File: config.mk
export PLATFORM = sky130hd
export DESIGN_NAME = cascaded_interrupt_controller_flat
export DESIGN_NICKNAME = d
export VERILOG_FILES = /design/src/cic_pkg.sv /design/src/cic_req_if.sv /design/src/cic_rsp_if.sv /design/src/cic_unit.sv /design/src/cascaded_interrupt_controller.sv /design/src/flat_wrapper.sv
export SDC_FILE = /design/constraint.sdc
export NUM_CORES = 1
export LEC_CHECK = 0
export ABC_AREA = 1
export BUFFER_PORTS_ARGS = -buffer_cell sky130_fd_sc_hd__buf_2
export CAP_MARGIN = 20
export CORE_MARGIN = 8
export CORE_UTILIZATION = 39
export DETAILED_ROUTE_END_ITERATION = 8
export SYNTH_ARGS = -nofsm -noshare
export SYNTH_HDL_FRONTEND = slang
export SYNTH_SLANG_ARGS = --single-unit
File: constraint.sdc
create_clock -name clk_i -period 4.1 [get_ports clk_i]
set_input_delay 0.205 -clock clk_i [delete_from_list [all_inputs] [get_ports clk_i]]
set_output_delay 0.205 -clock clk_i [all_outputs]
set_load 0.02 [all_outputs]
File: src/cic_pkg.sv
// ----------------------------------------------------------------------------
// cic_pkg - shared types and constants
// Item kinds, port bases, command codes and the per-unit bundles used by the
// cascaded interrupt controller.
// ----------------------------------------------------------------------------
package cic_pkg;

  typedef enum logic [1:0] {
    KIND_READ  = 2'd0,
    KIND_WRITE = 2'd1,
    KIND_RAISE = 2'd2,
    KIND_DROP  = 2'd3
  } cic_kind_e;

  // Port bases (bit 0 selects command or mask port)
  localparam logic [15:0] PRI_BASE = 16'h0020;
  localparam logic [15:0] SEC_BASE = 16'h00a0;

  // Read-select codes (code 3 is never written and reads as buffered)
  localparam logic [1:0] RSEL_RAW = 2'd0;
  localparam logic [1:0] RSEL_ISR = 2'd1;
  localparam logic [1:0] RSEL_BUF = 2'd2;

  // Command port codes
  localparam logic [7:0] CMD_RSEL_RAW = 8'h0a;
  localparam logic [7:0] CMD_RSEL_ISR = 8'h0b;
  localparam logic [7:0] CMD_RSEL_BUF = 8'h0c;
  localparam logic [7:0] CMD_ICW1_LO  = 8'h10;
  localparam logic [7:0] CMD_ICW1_HI  = 8'h1f;
  localparam logic [7:0] CMD_NSEOI_LO = 8'h20;
  localparam logic [7:0] CMD_NSEOI_HI = 8'h27;
  localparam logic [7:0] CMD_SEOI_LO  = 8'h60;
  localparam logic [7:0] CMD_SEOI_HI  = 8'h67;

  localparam logic [7:0] RD_BUF_BASE = 8'h80;
  localparam logic [7:0] MASK_RESET  = 8'hff;
  localparam logic [1:0] ICW_WORDS   = 2'd2;

  // Decoded item as seen by one unit
  typedef struct packed {
    cic_kind_e  kind;
    logic       hit;       // bus address maps to this unit
    logic       odd;       // mask port
    logic [7:0] wdata;
    logic       line_hit;  // request line belongs to this unit
    logic [7:0] line_bit;  // one-hot request line within the unit
  } cic_op_t;

  // Request and mask words of one unit
  typedef struct packed {
    logic [7:0] req;
    logic [7:0] mask;
  } cic_state_t;

endpackage

File: src/cic_req_if.sv
// ----------------------------------------------------------------------------
// cic_req_if - input item channel
// Valid/ready channel carrying bus accesses and request line events.
// ----------------------------------------------------------------------------
interface cic_req_if;
  logic        valid;
  logic        ready;
  logic [1:0]  req_type;
  logic [15:0] addr;
  logic [7:0]  wdata;
  logic [3:0]  irq_line;

  modport source (output valid, output req_type, output addr, output wdata,
                  output irq_line, input ready);
  modport sink   (input valid, input req_type, input addr, input wdata,
                  input irq_line, output ready);
endinterface

File: src/cic_rsp_if.sv
// ----------------------------------------------------------------------------
// cic_rsp_if - result item channel
// Valid/ready channel carrying read data and interrupt status.
// ----------------------------------------------------------------------------
interface cic_rsp_if;
  logic       valid;
  logic       ready;
  logic [7:0] rdata;
  logic       cpu_irq;
  logic       bad_command;

  modport source (output valid, output rdata, output cpu_irq,
                  output bad_command, input ready);
  modport sink   (input valid, input rdata, input cpu_irq,
                  input bad_command, output ready);
endinterface

File: src/cic_unit.sv
// ----------------------------------------------------------------------------
// cic_unit - one 8259-style controller
// Holds mask, requests, read select and init countdown; decodes one item
// and produces its next state, read data and undefined-command flag.
// ----------------------------------------------------------------------------
module cic_unit import cic_pkg::*; (
  input  logic       clk_i,
  input  logic       rst_ni,
  input  logic       commit_i,
  input  cic_op_t    op_i,
  input  logic [7:0] req_eff_i,   // requests with the cascade bit applied
  output cic_state_t cur_o,
  output cic_state_t nxt_o,
  output logic [7:0] rdata_o,
  output logic       bad_o
);

  logic [7:0] mask_q, mask_d;
  logic [7:0] req_q, req_d;
  logic [1:0] rsel_q, rsel_d;
  logic [1:0] init_q, init_d;

  logic [7:0] pend;
  logic [7:0] service;
  logic [7:0] buf_rd;
  logic [2:0] low_idx;
  logic       low_found;
  logic [7:0] cmd;

  assign pend    = req_eff_i & ~mask_q;
  assign service = pend & (~pend + 8'd1);
  assign cmd     = op_i.wdata;

  // Lowest set request, masked or not
  always_comb begin
    low_idx   = '0;
    low_found = 1'b0;
    for (int i = 7; i >= 0; i--) begin
      if (req_eff_i[i]) begin
        low_idx   = 3'(i);
        low_found = 1'b1;
      end
    end
    buf_rd = low_found ? (RD_BUF_BASE | {5'd0, low_idx}) : 8'd0;
  end

  always_comb begin
    req_d   = req_eff_i;
    mask_d  = mask_q;
    rsel_d  = rsel_q;
    init_d  = init_q;
    rdata_o = '0;
    bad_o   = 1'b0;
    unique case (op_i.kind)
      KIND_READ: begin
        if (op_i.hit) begin
          if (op_i.odd) begin
            rdata_o = mask_q;
          end else begin
            unique case (rsel_q)
              RSEL_RAW: rdata_o = req_eff_i;
              RSEL_ISR: rdata_o = service;
              default:  rdata_o = buf_rd;
            endcase
          end
        end
      end
      KIND_WRITE: begin
        if (op_i.hit) begin
          if (!op_i.odd) begin
            priority if (cmd == CMD_RSEL_RAW) begin
              rsel_d = RSEL_RAW;
            end else if (cmd == CMD_RSEL_ISR) begin
              rsel_d = RSEL_ISR;
            end else if (cmd == CMD_RSEL_BUF) begin
              rsel_d = RSEL_BUF;
            end else if (cmd >= CMD_ICW1_LO && cmd <= CMD_ICW1_HI) begin
              init_d = ICW_WORDS + {1'b0, cmd[0]};
            end else if (cmd >= CMD_NSEOI_LO && cmd <= CMD_NSEOI_HI) begin
              req_d = req_eff_i & ~service;
            end else if (cmd >= CMD_SEOI_LO && cmd <= CMD_SEOI_HI) begin
              req_d = req_eff_i & ~(8'd1 << cmd[2:0]);
            end else begin
              bad_o = 1'b1;
            end
          end else if (init_q != 2'd0) begin
            init_d = init_q - 2'd1;
          end else begin
            mask_d = op_i.wdata;
          end
        end
      end
      KIND_RAISE: begin
        if (op_i.line_hit) req_d = req_eff_i | op_i.line_bit;
      end
      KIND_DROP: begin
        if (op_i.line_hit) req_d = req_eff_i & ~op_i.line_bit;
      end
      default: ;
    endcase
  end

  always_ff @(posedge clk_i or negedge rst_ni) begin
    if (!rst_ni) begin
      mask_q <= MASK_RESET;
      req_q  <= '0;
      rsel_q <= RSEL_BUF;
      init_q <= '0;
    end else if (commit_i) begin
      mask_q <= mask_d;
      req_q  <= req_d;
      rsel_q <= rsel_d;
      init_q <= init_d;
    end
  end

  assign cur_o = '{req: req_q, mask: mask_q};
  assign nxt_o = '{req: req_d, mask: mask_d};

  // Hold everything while no item commits
  a_hold_idle: assert property (@(posedge clk_i) disable iff (!rst_ni)
    !commit_i |=> $stable(mask_q) && $stable(req_q) && $stable(rsel_q) && $stable(init_q))
    else $error("unit state changed without a committed item");

  // A mask write outside init takes the byte
  a_mask_write: assert property (@(posedge clk_i) disable iff (!rst_ni)
    commit_i && op_i.kind == KIND_WRITE && op_i.hit && op_i.odd && init_q == 2'd0
    |=> mask_q == $past(op_i.wdata))
    else $error("mask write not taken");

  // Reads leave mask, select and init count alone
  a_read_quiet: assert property (@(posedge clk_i) disable iff (!rst_ni)
    commit_i && op_i.kind == KIND_READ
    |=> $stable(mask_q) && $stable(rsel_q) && $stable(init_q))
    else $error("read changed unit configuration");

endmodule

File: src/cascaded_interrupt_controller.sv
// ----------------------------------------------------------------------------
// cascaded_interrupt_controller - two cascaded 8259-style controllers
// Primary at ports 0x20/0x21, secondary at 0xa0/0xa1; the secondary's
// unmasked requests drive primary line 2. One result item per input item.
//
//   channel | dir | handshake     | payload
//   --------+-----+---------------+---------------------------------------
//   req_i   | in  | valid/ready   | req_type, addr, wdata, irq_line
//   rsp_o   | out | valid/ready   | rdata, cpu_irq, bad_command
//
// The item lands in the input register, then the unit logic updates state
// and loads the result register in one step.
// One item per cycle is sustained unless rsp_o stalls; the result register
// parts the two sides, so a new item enters while a finished result waits
// to be taken. A stall on rsp_o holds the input register; req_i.ready falls
// only when both registers are full and the result is not taken.
// Reset: masks all ones, requests and in-service clear, read select buffered.
// ----------------------------------------------------------------------------
module cascaded_interrupt_controller import cic_pkg::*; (
  input  logic         clk_i,
  input  logic         rst_ni,
  cic_req_if.sink      req_i,
  cic_rsp_if.source    rsp_o
);

  // Input register
  logic        s1_valid_q;
  cic_kind_e   s1_kind_q;
  logic [15:0] s1_addr_q;
  logic [7:0]  s1_wdata_q;
  logic [3:0]  s1_line_q;

  // Result register
  logic        out_valid_q;
  logic [7:0]  rdata_q, rdata_d;
  logic        irq_q, irq_d;
  logic        bad_q, bad_d;

  logic        s1_adv;
  logic        commit;

  cic_op_t     op_pri, op_sec;
  cic_state_t  cur_pri, cur_sec, nxt_pri, nxt_sec;
  logic [7:0]  req_eff_pri;
  logic [7:0]  rdata_pri, rdata_sec;
  logic        bad_pri, bad_sec;
  logic        casc_cur, casc_nxt;
  logic [7:0]  line_bit;

  // Advance the input register whenever the result register frees up
  assign s1_adv      = !out_valid_q || rsp_o.ready;
  assign commit      = s1_valid_q && s1_adv;
  assign req_i.ready = !s1_valid_q || s1_adv;

  always_ff @(posedge clk_i or negedge rst_ni) begin
    if (!rst_ni) begin
      s1_valid_q  <= 1'b0;
      out_valid_q <= 1'b0;
    end else begin
      if (req_i.ready) s1_valid_q <= req_i.valid;
      if (s1_adv)      out_valid_q <= s1_valid_q;
    end
  end

  always_ff @(posedge clk_i) begin
    if (req_i.valid && req_i.ready) begin
      s1_kind_q  <= cic_kind_e'(req_i.req_type);
      s1_addr_q  <= req_i.addr;
      s1_wdata_q <= req_i.wdata;
      s1_line_q  <= req_i.irq_line;
    end
    if (commit) begin
      rdata_q <= rdata_d;
      irq_q   <= irq_d;
      bad_q   <= bad_d;
    end
  end

  // Decode the item for each unit
  assign line_bit = 8'd1 << s1_line_q[2:0];

  assign op_pri = '{kind:     s1_kind_q,
                    hit:      s1_addr_q[15:1] == PRI_BASE[15:1],
                    odd:      s1_addr_q[0],
                    wdata:    s1_wdata_q,
                    line_hit: !s1_line_q[3],
                    line_bit: line_bit};

  assign op_sec = '{kind:     s1_kind_q,
                    hit:      s1_addr_q[15:1] == SEC_BASE[15:1],
                    odd:      s1_addr_q[0],
                    wdata:    s1_wdata_q,
                    line_hit: s1_line_q[3],
                    line_bit: line_bit};

  // Primary line 2 always follows the secondary's unmasked requests
  assign casc_cur    = |(cur_sec.req & ~cur_sec.mask);
  assign req_eff_pri = {cur_pri.req[7:3], casc_cur, cur_pri.req[1:0]};
  assign casc_nxt    = |(nxt_sec.req & ~nxt_sec.mask);

  cic_unit u_pri (
    .clk_i     (clk_i),
    .rst_ni    (rst_ni),
    .commit_i  (commit),
    .op_i      (op_pri),
    .req_eff_i (req_eff_pri),
    .cur_o     (cur_pri),
    .nxt_o     (nxt_pri),
    .rdata_o   (rdata_pri),
    .bad_o     (bad_pri)
  );

  cic_unit u_sec (
    .clk_i     (clk_i),
    .rst_ni    (rst_ni),
    .commit_i  (commit),
    .op_i      (op_sec),
    .req_eff_i (cur_sec.req),
    .cur_o     (cur_sec),
    .nxt_o     (nxt_sec),
    .rdata_o   (rdata_sec),
    .bad_o     (bad_sec)
  );

  // At most one unit is addressed, so OR the per-unit answers
  assign rdata_d = rdata_pri | rdata_sec;
  assign bad_d   = bad_pri | bad_sec;
  // CPU interrupt: primary has an unmasked request after the item
  assign irq_d   = |({nxt_pri.req[7:3], casc_nxt, nxt_pri.req[1:0]} & ~nxt_pri.mask);

  assign rsp_o.valid       = out_valid_q;
  assign rsp_o.rdata       = rdata_q;
  assign rsp_o.cpu_irq     = irq_q;
  assign rsp_o.bad_command = bad_q;

  // A committed item always shows up as a result next cycle
  a_commit_result: assert property (@(posedge clk_i) disable iff (!rst_ni)
    commit |=> rsp_o.valid)
    else $error("committed item produced no result");

  // Only writes flag bad commands, and writes return no data
  a_bad_no_data: assert property (@(posedge clk_i) disable iff (!rst_ni)
    rsp_o.valid && rsp_o.bad_command |-> rsp_o.rdata == 8'd0)
    else $error("bad command carries read data");

  // Back-pressure only when both registers are full and stalled
  a_ready_low: assert property (@(posedge clk_i) disable iff (!rst_ni)
    !req_i.ready |-> s1_valid_q && out_valid_q && !rsp_o.ready)
    else $error("input stalled without a full pipeline");

endmodule

File: src/flat_wrapper.sv
// flat-port wrapper written by rule: the top's interface ports become plain ports
module cascaded_interrupt_controller_flat import cic_pkg::*;
  (clk_i, rst_ni, req_i_valid, req_i_req_type, req_i_addr, req_i_wdata, req_i_irq_line, req_i_ready, rsp_o_valid, rsp_o_rdata, rsp_o_cpu_irq, rsp_o_bad_command, rsp_o_ready);
  cic_req_if req_i_i ();
  cic_rsp_if rsp_o_i ();
  input  logic clk_i;
  input  logic rst_ni;
  input wire logic [$bits(req_i_i.valid)-1:0] req_i_valid;
  input wire logic [$bits(req_i_i.req_type)-1:0] req_i_req_type;
  input wire logic [$bits(req_i_i.addr)-1:0] req_i_addr;
  input wire logic [$bits(req_i_i.wdata)-1:0] req_i_wdata;
  input wire logic [$bits(req_i_i.irq_line)-1:0] req_i_irq_line;
  output wire logic [$bits(req_i_i.ready)-1:0] req_i_ready;
  output wire logic [$bits(rsp_o_i.valid)-1:0] rsp_o_valid;
  output wire logic [$bits(rsp_o_i.rdata)-1:0] rsp_o_rdata;
  output wire logic [$bits(rsp_o_i.cpu_irq)-1:0] rsp_o_cpu_irq;
  output wire logic [$bits(rsp_o_i.bad_command)-1:0] rsp_o_bad_command;
  input wire logic [$bits(rsp_o_i.ready)-1:0] rsp_o_ready;
  assign req_i_i.valid = req_i_valid;
  assign req_i_i.req_type = req_i_req_type;
  assign req_i_i.addr = req_i_addr;
  assign req_i_i.wdata = req_i_wdata;
  assign req_i_i.irq_line = req_i_irq_line;
  assign req_i_ready = req_i_i.ready;
  assign rsp_o_valid = rsp_o_i.valid;
  assign rsp_o_rdata = rsp_o_i.rdata;
  assign rsp_o_cpu_irq = rsp_o_i.cpu_irq;
  assign rsp_o_bad_command = rsp_o_i.bad_command;
  assign rsp_o_i.ready = rsp_o_ready;
  cascaded_interrupt_controller u_core (.clk_i(clk_i), .rst_ni(rst_ni), .req_i(req_i_i), .rsp_o(rsp_o_i));
endmodule
==> impl_results.md <==
- Wire length of the first global-routing pass: roughly 27000 µm
- Largest net degree at the start of global routing: 46
- Core Area: 13100 µm²
- Number of filler cells placed in the layout: ~1300
- Number of clock sinks: around 80
- Pre-Repair DR Iteration Count: 6
- Overall routing resource usage: between 20% and 30%
- Worst flop-to-flop path endpoint: u_core.rsp_o.cpu_irq$_DFFE_PP_
- Per-cell via count in the routed design: ~5.6
- Unrepaired setup endpoints after global routing: no
- Highest achievable clock rate: ~350 MHz
- Yosys warnings: 0
- Combinational cell fraction of total power: a little under a third
- Synth area leaders: sky130_fd_sc_hd__edfxtp_1 (23%), sky130_fd_sc_hd__nand2_1 (13%), sky130_fd_sc_hd__dfrtp_1 (11%)
- Top FF cell, synth: sky130_fd_sc_hd__edfxtp_1
- Relative max-transition margin: 50.2%
- Post-detailed-route wirelength per cell: around 19 µm
- Min-Delay Path Class: in -> reg
- Library cell contributing the largest single delay on the critical path: sky130_fd_sc_hd__edfxtp_1
- Via count: just over 5000
- Final worst setup slack: 1.23 ns
- Crit path capture type: register
- Number of core rows: 42
- Antenna Nets Post-Route: 0
- Series of cell instances along the critical path: inv_2 -> nor2_4 -> inv_2 -> nor3_2 -> o21ai_0 -> nand3_1 -> nand2_1 -> inv_1 -> nand2_1 -> inv_1 -> nand2_1 -> nor2_1 -> nand2_1
- Most common library cells after synthesis: sky130_fd_sc_hd__nand2_1 (183), sky130_fd_sc_hd__o21ai_0 (102), sky130_fd_sc_hd__inv_1 (77), sky130_fd_sc_hd__nand3_1 (65), sky130_fd_sc_hd__nor2_1 (59)
- Mean cell area of the mapped netlist: approximately 7.3 µm²
- Final RePlAce weighted congestion: 1.05
- Area fraction of the dominant cell type after synthesis: around a quarter
- Overall die height: between 100 and 150 µm
- CTS H-Tree Depth: 3
- Power density over cell area: ~460 nW/µm²
- Result of the run: finished clean
- Sw power: around 1.1 mW
- Number of ports placed on the die boundary: 46
- Biggest cell delay along the critical path: ~0.64 ns
- Worst EP arrival: between 2 and 3 ns
- Critical-path maximum fanout: 15
- Gr ovfl total: 0
- Worst Hold Launch: req_i_addr[2]
- Final worst path period need: around 2.9 ns
- Transition time at the pin with the least slew margin: 0.747 ns
- Leak: roughly 2.5 nW
- Most common cell type on the critical path: sky130_fd_sc_hd__nand2_1
- Final setup vio count: 0
- Largest area contributor in the netlist: sky130_fd_sc_hd__edfxtp_1
- Post-route DRC violation count: 0
- PortBufs: 45
- Count of flip-flops with a built-in enable after synthesis: 40
- Reg2reg start: u_core.s1_kind_q[0]$_DFFE_PP_
- Final cell count without fillers: between 900 and 1000
- Final cell area excluding filler cells: approximately 5800 µm²
- Worst min-delay path endpoint: u_core.s1_addr_q[2]$_DFFE_PP_
- Crit path buffers/inverters: 4
- Final Net Count: 783
- Part of the cycle the worst path needs: 70.0%
- Sequential share of power: 41.2%
- Die X-Extent: roughly 130 µm
- Startpoint type of the worst setup path: register
- Setup WS pre-CTS: roughly 1.3 ns
- CTS Root Cell: sky130_fd_sc_hd__clkbuf_16
- Post-layout util: about 45%
- Setup bufs post-CTS: 0
- Initial antenna violation count: 0
- Sequential area share after synthesis: 43.7%
- Aggregate negative setup slack: 0 ns
- Share of total power consumed by net switching: 40.0%
- Number of unique standard cell types used by synthesis: 38
- Peak supply drop: ~0.00025 V
- Final hold vios: 0
- Proportion of layout cells with a drive suffix above 1: 15.2%
- Dominant delay contributor by cell family on the critical path: simple AND/OR/NAND/NOR gates
- Worst reg2reg path depth: 13
- CTS tree: built
- Num CTS Buffers: 9
- # placed instances: around 910
- Number of violations of the max-capacitance limit: 0
- Detailed Route Iter0 Violations: 530
- Max-slew violation count: 0
- Synthesized cell area: between 5000 and 6000 µm²
- Slack of the worst reg-to-reg path: around 1.2 ns
- CTS clock-pin slew for the worst setup and hold paths: approximately 0.06 ns
- Share of synthesized flip-flops with an asynchronous set or reset: about half
- Total placed instance area: roughly 5500 µm²
- Clock latency on the worst-skew pair: about 0.35 ns
- WP data required: 4.20 ns
- Hold-critical path depth: 1
- Clock Skew: roughly 0.0067 ns
- Routed wire length: 17700 µm
- Relative contribution of the clock network to total power: 28.6%
- Path type of the worst setup path: reg -> reg
- Effective utilization at floorplan: about two fifths
- Buffer levels on the longest clock path: 2
- Ant. Diodes: 0
- Cell count after synthesis: 706
- Via count of the first global-routing pass: 4918
- Half-perimeter wire length after detailed placement: 13800 µm
- Synth Register Bits: 81
- Net count of the mapped netlist: 742
- Full die area: approximately 17000 µm²
- Synthesis-to-finish area growth: 13.5%
- Most instantiated library cell after synthesis: sky130_fd_sc_hd__nand2_1
- Internal power consumption: approximately 1.6 mW
==> worst register-to-register path, cell delays in order (launching register included) <==
cell,delay [ns]
sky130_fd_sc_hd__edfxtp_1,0.64
sky130_fd_sc_hd__inv_2,0.16
sky130_fd_sc_hd__nor2_4,0.28
sky130_fd_sc_hd__inv_2,0.22
sky130_fd_sc_hd__nor3_2,0.59
sky130_fd_sc_hd__o21ai_0,0.22
sky130_fd_sc_hd__nand3_1,0.12
sky130_fd_sc_hd__nand2_1,0.05
sky130_fd_sc_hd__inv_1,0.05
sky130_fd_sc_hd__nand2_1,0.05
sky130_fd_sc_hd__inv_1,0.05
sky130_fd_sc_hd__nand2_1,0.05
sky130_fd_sc_hd__nor2_1,0.08
sky130_fd_sc_hd__nand2_1,0.06
==> how the worst max path moves through the flow <==
stage                                             startpoint  cells past startpoint                              to
after global routing           u_core.s1_kind_q[0]$_DFFE_PP_                     13  u_core.rsp_o.cpu_irq$_DFFE_PP_
after CTS                      u_core.s1_kind_q[0]$_DFFE_PP_                     13  u_core.rsp_o.cpu_irq$_DFFE_PP_
after floorplan           u_core.u_sec.mask_q[1]$_DFFE_PN1P_                     17  u_core.rsp_o.cpu_irq$_DFFE_PP_
after global placement         u_core.s1_kind_q[0]$_DFFE_PP_                     13  u_core.rsp_o.cpu_irq$_DFFE_PP_
after detailed placement       u_core.s1_kind_q[0]$_DFFE_PP_                     13  u_core.rsp_o.cpu_irq$_DFFE_PP_
final                          u_core.s1_kind_q[0]$_DFFE_PP_                     13  u_core.rsp_o.cpu_irq$_DFFE_PP_
==> per-stage QoR <==
stage               hold slack, ns  power (mW)
global route                0.0118        2.86
CTS                        0.00948        2.70
floorplan                  -0.0906        1.63
finish                      0.0238        2.71
detailed placement           0.383        1.91
global placement             0.382        1.93
==> cell families (layout without fill, tap and decap cells) <==
kind of cell             Yosys count  in the layout  synth area share, %
adder cells (fa/ha/maj)            2              2                0.486
AND/OR/NAND/NOR                  357            357                 30.9
buffers and inverters            106            152                 8.34
flip-flops                        81             81                 43.7
AO/OA/AOI/OAI                    160            160                 16.6
==> power by group through the flow <==
stage | Clock [mW] | Combinational, mW | Sequential [mW]
3_3_place_gp | 0 | 0.799 | 1.13
5_1_grt | 0.823 | 0.904 | 1.13
6_report | 0.776 | 0.817 | 1.12
3_5_place_dp | 0 | 0.788 | 1.13
2_1_floorplan | 0 | 0.557 | 1.07
4_1_cts | 0.797 | 0.793 | 1.11
==> cell type report <==
cell class | count | area, µm² | area share (%)
multi-input combinational | 519 | 2470 | 42.2
sequential | 81 | 2250 | 38.5
inverter | 85 | 319 | 5.46
timing repair buffer | 51 | 305 | 5.22
clock buffer | 9 | 225 | 3.85
tap | 176 | 220 | 3.77
clock inverter | 7 | 56.3 | 0.963
==> timing repair <==
action | in CTS | in global routing
endpoints found under the hold margin | 0 | 8
gates resized for setup | 0 | 0
hold buffers | 0 | 1
setup endpoints to repair | 0 | 0
==> state kept, by name, summed over array words and instances, names as in the netlist, 2 cells and up <==
signal / count
u_core.rsp_o.rdata: 8
u_core.s1_addr_q: 16
u_core.s1_kind_q: 2
u_core.s1_line_q: 4
u_core.s1_wdata_q: 8
u_core.u_pri.init_q: 2
u_core.u_pri.mask_q: 8
u_core.u_pri.req_q: 7
u_core.u_pri.rsel_q: 2
u_core.u_sec.init_q: 2
u_core.u_sec.mask_q: 8
u_core.u_sec.req_q: 8
u_core.u_sec.rsel_q: 2
==> cell usage in the layout, fill, tap and decap left out, types with 3 or more instances in the layout <==
cell                          n
sky130_fd_sc_hd__nand2_1    183
sky130_fd_sc_hd__o22ai_1      4
sky130_fd_sc_hd__clkinv_4     4
sky130_fd_sc_hd__nor3_1       8
sky130_fd_sc_hd__buf_2       45
sky130_fd_sc_hd__nor2_4       4
sky130_fd_sc_hd__nor2_2       8
sky130_fd_sc_hd__nand4_1     18
sky130_fd_sc_hd__buf_4        3
sky130_fd_sc_hd__a31oi_1      7
sky130_fd_sc_hd__o21ai_0    102
sky130_fd_sc_hd__dfrtp_1     23
sky130_fd_sc_hd__dfstp_2     18
sky130_fd_sc_hd__inv_2        7
sky130_fd_sc_hd__o211ai_1     9
sky130_fd_sc_hd__o31ai_1      3
sky130_fd_sc_hd__a21oi_1     31
sky130_fd_sc_hd__inv_1       77
sky130_fd_sc_hd__clkbuf_16    9
sky130_fd_sc_hd__nand2_2      5
sky130_fd_sc_hd__nand3_1     65
sky130_fd_sc_hd__nor2_1      59
sky130_fd_sc_hd__edfxtp_1    40
==> per-layer routing <==
metal | track usage, % | part of all wire [%] | vias to the layer above
met5 | 0 | 0 | -
met4 | 9.45 | 3.0 | 0
met3 | 2.60 | 7.0 | 32
met2 | 32.4 | 43 | 234
met1 | 30.4 | 47 | 2443
li1 | - | - | 2476
Power figures use the tool's default switching activity.
